<file path="src/rtl/archive_directory_lookup_macros.svh">
// Assertion macros for the archive directory lookup block.
// Used by the top level; expects clk and rst_n in scope.
`ifndef ARCHIVE_DIRECTORY_LOOKUP_MACROS_SVH
`define ARCHIVE_DIRECTORY_LOOKUP_MACROS_SVH

// Same-cycle implication, disabled while in reset.
`define ADL_ASSERT_NOW(lbl, ante, cons, msg) \
    lbl: assert property (@(posedge clk) disable iff (!rst_n) (ante) |-> (cons)) \
        else $error(msg);

// Next-cycle implication, disabled while in reset.
`define ADL_ASSERT_NEXT(lbl, ante, cons, msg) \
    lbl: assert property (@(posedge clk) disable iff (!rst_n) (ante) |=> (cons)) \
        else $error(msg);

`endif

</file>
<file path="src/rtl/adl_byte_cell.sv">
// One byte cell of a shift chain; hands its byte to the next cell on enable.
// Depends on nothing.
module adl_byte_cell (
    input  logic       clk,
    input  logic       rst_n,
    input  logic       en,
    input  logic       clr,
    input  logic [7:0] din,
    output logic [7:0] dout
);
    logic [7:0] byte_reg;
    logic [7:0] byte_next;

    always_comb
    begin
        byte_next = byte_reg;
        if (clr)
        begin
            byte_next = 8'd0;
        end
        else if (en)
        begin
            byte_next = din;
        end
    end

    always_ff @(posedge clk or negedge rst_n)
    begin
        if (!rst_n)
        begin
            byte_reg <= 8'd0;
        end
        else
        begin
            byte_reg <= byte_next;
        end
    end

    assign dout = byte_reg;
endmodule

</file>
<file path="config.mk">
export PLATFORM = sky130hd
export DESIGN_NAME = adl_byte_cell
export DESIGN_NICKNAME = d
export VERILOG_FILES = /design/src/rtl/archive_directory_lookup_macros.svh /design/src/rtl/adl_byte_cell.sv
export SDC_FILE = /design/constraint.sdc
export NUM_CORES = 1
export LEC_CHECK = 0
export BUFFER_PORTS_ARGS = -buffer_cell sky130_fd_sc_hd__buf_2
export CELL_PAD_IN_SITES_DETAIL_PLACEMENT = 0
export CELL_PAD_IN_SITES_GLOBAL_PLACEMENT = 2
export CORE_MARGIN = 5
export CORE_UTILIZATION = 22
export CTS_BUF_LIST = sky130_fd_sc_hd__clkbuf_4 sky130_fd_sc_hd__clkbuf_8 sky130_fd_sc_hd__clkbuf_16
export DETAILED_ROUTE_END_ITERATION = 8
export PLACE_DENSITY_LB_ADDON = 0.1
export SLEW_MARGIN = 20
export SYNTH_ARGS = -nofsm -noshare
export SYNTH_HDL_FRONTEND = slang
export SYNTH_SLANG_ARGS = --single-unit
</file>
<file path="constraint.sdc">
create_clock -name clk -period 0.8 [get_ports clk]
set_input_delay 0.24 -clock clk [delete_from_list [all_inputs] [get_ports clk]]
set_output_delay 0.24 -clock clk [all_outputs]
set_load 0.02 [all_outputs]
</file>
==> results.md, run 1 <==
- Status: finished with violations
- Failing checks: setup timing
- Io pins: 20
- Longest Clk Path Bufs: 2
- Final net count: 63
- DRC viols: 0
- Final ANT Viol Nets: 0
- Avg Cell Area, Syn: 12.5 um2
- Reg-to-reg critical path endpoint: dout[0]
- Unrepaired setup endpoints after global routing: true
- Max reg flops: 8
- Seq/Total Area, Yosys: 0.615
- CTS clk-pin slew, worst paths: 0.05 ns
- Layout area overhead: 60.4%
- Hold WS: roughly 0.24 ns
- Die Ht: 48.5 um
- Min cycle time layout: roughly 1 ns
- CTS root buf: clkbuf_4
- Filler Cells Inserted: roughly 150
- Crit path depth: 1
- Drt first pass iters: 2
- Setup_tns: -1.67 ns
- Die W: 48.5 um
- Placed cell area: 424 um2
- Largest net degree at the start of global routing: 9
- Final hold viol count: 0
- Pwr per Cell Area: between 1500 and 2000 mW/mm2
- Core area: 0.00135 mm2
- H-Tree Depth: 1
- Vias post-DR: 271
- Startpoint types: flip-flop
- All-layer global routing usage: 0.0706
- Routed WL per cell: around 12 um
- Delay of the slowest critical-path stage: 0.39 ns
- Number of vias per cell: 4.23
- CP Data Arrival Time: a little under 0.8 ns
- Synth Register Bits: 8
- Clock sink count: 8
- PortBufs: 19
- CP endpoint kind: output pin
- Leak: 0.289 nW
- Vias in the first global route: 317
- Critical-path cell list: buf_6
- Worst-margin pin slew: about 0.24 ns
- Ys Warns: 0
- CTS tree: yes
- Crit path to: dout[0]
- Setup Skew: 0 ns
- DR iter-0 viols: 2
- Cell family with most CP delay: flip-flops
- Synth Net Count: 38
- CTS Buf Count: 3
- R2R setup slack: -0.01 ns
- Yosys cell types: 5
- Mapped Cells: 26
- Design Area, Final: 522 um2
- First-pass GRT wire length: 1300 um
- Ant diodes: 0
- Depth of the most critical reg-to-reg path: 3
- WL final: around 760 um
- Die area: about 0.0023 mm2
- Final setup margin: -0.214 ns
- Final Max Slew Viols: 0
- Worst hold path type: input port to flip-flop
- Max VDD drop: ~710 uV
- Worst Path Buf+Inv: 1
- Clk Latency, worst-skew pair: 0.25 ns
- Crit share post-route: 1.27
- Worst Path Max Fanout: 2
- Design Power: 916 uW
- Cell Area, Synth: 325 um2
- Top cell type's share of synthesized area: 0.615
- Antenna violations before repair: 0
- FF-to-FF Start: dout[0]
- # rows: 13
- CP Launch Point: dout[0]
- Starting Density: 0.241
- Gr ovfl total: 0
- Critical Path RT: 0.56 ns
- Leading post-synthesis cells by cell area: dfrtp_1 62%, mux2i_1 25%, nor2_1 9.2%
- Slew Limit Headroom: 0.842
- CP max-delay cell: dfrtp_1
- Pre-CTS setup slack: -0.0993 ns
- Max_cap viols: 0
- Fmax: 0.987 GHz
- RePlAce Congestion: 0.682
- Critical path class: flip-flop to output pin
- Ratio of cells with drive above 1 in the final layout: 0.490
- Synth area leader: dfrtp_1
- Setup violators final: 10
metrics by stage:
stage / std cells / utilization
6_report: 64 / 0.386
4_1_cts: 62 / 0.375
2_1_floorplan: 26 / -
5_1_grt: 64 / 0.386
3_3_place_gp: 58 / 0.314
3_5_place_dp: 58 / 0.314
repair_timing:
action,4_1_cts,5_1_grt
pin swaps,0,0
gates resized for setup,16,0
setup buffers,0,2
hold buffers,1,0
setup endpoints to repair,8,8
hold endpoints to repair,8,0
layer usage:
layer | GRT usage | up-vias | routed length [um]
met5 | 0 | - | 0
met4 | 0.0404 | 0 | 0
met3 | 0.0459 | 0 | 98
met2 | 0.0870 | 16 | 307
met1 | 0.0897 | 122 | 350
li1 | - | 133 | -
cell usage in the layout (no fill, tap or decap):
cell type / instances
buf_6: 8
buf_2: 11
dlygate4sd3_1: 1
buf_4: 2
nor2_1: 8
clkbuf_4: 3
mux2i_1: 8
dfrtp_1: 8
power by group:
part / leakage [nW] / internal (mW) / total, mW / switching, mW
Clock: 0.0138 / 0.171 / 0.295 / 0.125
Combinational: 0.169 / 0.0937 / 0.176 / 0.0823
Sequential: 0.106 / 0.428 / 0.444 / 0.0163
Total: 0.289 / 0.693 / 0.916 / 0.223
area by class of cell:
cell class | count | area, um2 | share of cell area
sequential | 8 | 200 | 0.384
timing repair buffer | 22 | 170 | 0.326
multi-input combinational | 16 | 110 | 0.211
clock buffer | 3 | 22.5 | 0.0432
tap | 15 | 18.8 | 0.0360
worst min path at each step:
stage | endpoint | slack, ns | start | cells after the start
CTS | dout[5] | 0.23 | din[5] | 3
global route | dout[7] | 0.26 | din[7] | 3
detailed placement | dout[0] | 0.09 | rst_n | 1
floorplan | dout[0] | -0.06 | rst_n | 0
global placement | dout[0] | 0.09 | rst_n | 1
finish | dout[5] | 0.24 | din[5] | 3
Yosys cell counts (all sizes together):
cell type and count:
buf 2, dfrtp 8, mux2i 8, nor2 8
tightest hold or removal path: cells and delay by family:
kind | cells | cell delay, ns
buf+inv | 1 | 0.07
simple gates | 1 | 0.07
mux | 1 | 0.05
kinds of logic (layout without fill, tap and decap cells):
group | after synthesis | count (layout) | share of synthesized area
mux | 8 | 8 | 0.246
flops | 8 | 8 | 0.615
simple gates | 8 | 8 | 0.0923
buf+inv | 2 | 25 | 0.0461
(Power assumes the default switching activity.)
==> run 2, diff against run 1 <==
CORE_UTILIZATION = 24   (was 22)
CTS_BUF_LIST = sky130_fd_sc_hd__clkbuf_2   (was sky130_fd_sc_hd__clkbuf_4 sky130_fd_sc_hd__clkbuf_8 sky130_fd_sc_hd__clkbuf_16)
SETUP_SLACK_MARGIN = 0.15   (was default)
==> run 2 against run 1 <==
  * The flow still finishes with violations (setup timing)
  * Critical path depth unchanged
  * First-iteration DRC count decreased by 100%
  * Wire length increased by 3.0%
  * Cell count decreased by 1.6%
  * Die area decreased by 6.7%
  * Sequential share of layout area increased by 2.0 points
  * Clock skew unchanged
  * Register-to-register slack about the same
  * Power decreased by 6.6%
  * Combinational power about the same
  * Non-clock buffer count decreased by 1
  * Critical endpoint is now dout[5]
  * Largest cell class unchanged
==> results.md, run 2 (synthesis results as in run 1) <==
- Final setup margin: -0.218 ns
- # rows: 13
- Final net count: 62
- Worst Path Max Fanout: 2
- CP endpoint kind: output pin
- CP max-delay cell: dfrtp_2
- Gr ovfl total: 0
- PortBufs: 19
- CTS tree: yes
- Starting Density: 0.253
- Vias in the first global route: 260
- Failing checks: setup timing
- RePlAce Congestion: between 0.6 and 0.7
- Design Power: about 860 uW
- Io pins: 20
- Pwr per Cell Area: ~1600 mW/mm2
- Core area: 0.00128 mm2
- Setup Skew: 0 ns
- Hold WS: 0.253 ns
- WL final: approximately 780 um
- Highest metal layer with signal wires: met3
- Clock Power Share: 0.273
- CP Data Arrival Time: 0.78 ns
- Ant diodes: 0
- Cell family with most CP delay: flip-flops
- Worst hold path type: input port to flip-flop
- Min cycle time layout: 1.02 ns
- Leak: 0.271 nW
- Leading cell types in the layout, fill and taps excluded: 11 x buf_2, 9 x buf_6, 8 x mux2i_1, 8 x nor2_1, 8 x dfrtp_2
- Routed WL per cell: 12.4 um
- Switching share of power: 0.268
- Sequential power share: 0.523
- Die W: 46.8 um
- Critical path class: flip-flop to output pin
- CTS clk-pin slew, worst paths: 0.08 ns
- Final ANT Viol Nets: 0
- Final Max Slew Viols: 0
- Die area: 0.00219 mm2
- Comb pwr share: 0.204
- Filler Cells Inserted: 130
- H-Tree Depth: 1
- Max VDD drop: 716 uV
- Setup violators final: 9
- WL met1: 296 um
- Placed cell area: 434 um2
- All-layer global routing usage: 0.0763
- Most common cell after layout, fill and taps aside: buf_2
- Largest net degree at the start of global routing: 9
- Slew Limit Headroom: 0.834
- DR iter-0 viols: 0
- Worst Path Buf+Inv: 1
- Met2 wire len: 379 um
- Fmax: 0.982 GHz
- Worst-margin pin slew: 0.249 ns
- Startpoint types: flip-flop
- Clock sink count: 8
- Final core occ: 0.405
- Vias post-DR: 259
- Longest Clk Path Bufs: 2
- Ratio of cells with drive above 1 in the final layout: 0.646
- Crit share post-route: 1.27
- CTS Buf Count: 3
- CTS root buf: clkbuf_2
- DRC viols: 0
- Delay of the slowest critical-path stage: between 0.4 and 0.5 ns
- Setup_tns: -1.68 ns
- First-pass GRT wire length: 1080 um
- Drt first pass iters: 1
- Layout area overhead: 60.0%
- Switching power total: 229 uW
- Critical Path RT: 0.56 ns
- Pint: 626 uW
- Status: finished with violations
- Die Ht: 46.8 um
- Antenna violations before repair: 0
- Max reg flops: 8
- Max_cap viols: 0
- Design Area, Final: 520 um2
- R2R setup slack: -0.01 ns
- Clk Latency, worst-skew pair: 0.23 ns
- Critical-path cell list: buf_6
- Number of vias per cell: 4.11
- Routed met3 length: 102 um
- Unrepaired setup endpoints after global routing: true
- Final hold viol count: 0
==> run 2: power by group through the flow <==
stage          combinational [mW]  sequential (mW)  clock, mW
2_1_floorplan              0.0512            0.479          0
3_3_place_gp                0.137            0.448          0
3_5_place_dp                0.140            0.449          0
4_1_cts                     0.171            0.447      0.253
5_1_grt                     0.189            0.449      0.259
6_report                    0.175            0.447      0.233
==> run 2: metrics by stage <==
stage / std cells / worst slack [ns]
after global routing: 63 / -0.252
final: 63 / -0.218
after detailed placement: 58 / -0.0974
after global placement: 58 / -0.0506
after floorplan: 26 / 0.0721
after CTS: 62 / -0.239
==> run 2: final cells by class <==
type / instances / area, um2 / area share
Sequential cell: 8 / 210 / 0.404
Timing Repair Buffer: 21 / 166 / 0.320
Multi-Input combinational cell: 16 / 110 / 0.212
Tap cell: 15 / 18.8 / 0.0361
Clock buffer: 3 / 15.0 / 0.0288
==> run 2: final timing paths <==
check                         from      end  cells after the start
min in group asynchronous    rst_n  dout[0]                      2
min reg2reg                dout[0]  dout[0]                      2
max                        dout[5]  dout[5]                      1
max reg2reg                dout[5]  dout[5]                      3
max in group asynchronous    rst_n  dout[7]                      2
min                         din[0]  dout[0]                      3
==> run 2: timing repair <==
item                                    CTS  global route
pin swaps                                 0             1
hold buffers                              1             0
gates cloned                              0             0
endpoints found under the setup margin   16            16
hold endpoints to repair                  8             0
gates resized for setup                  16             1
buffers inserted                          0             1
==> run 2: routing by layer <==
metal / GRT usage / vias to the layer above
li1: - / 130
met1: 0.0833 / 117
met2: 0.119 / 12
met3: 0.0230 / 0
met4: 0.0663 / 0
met5: 0 / -
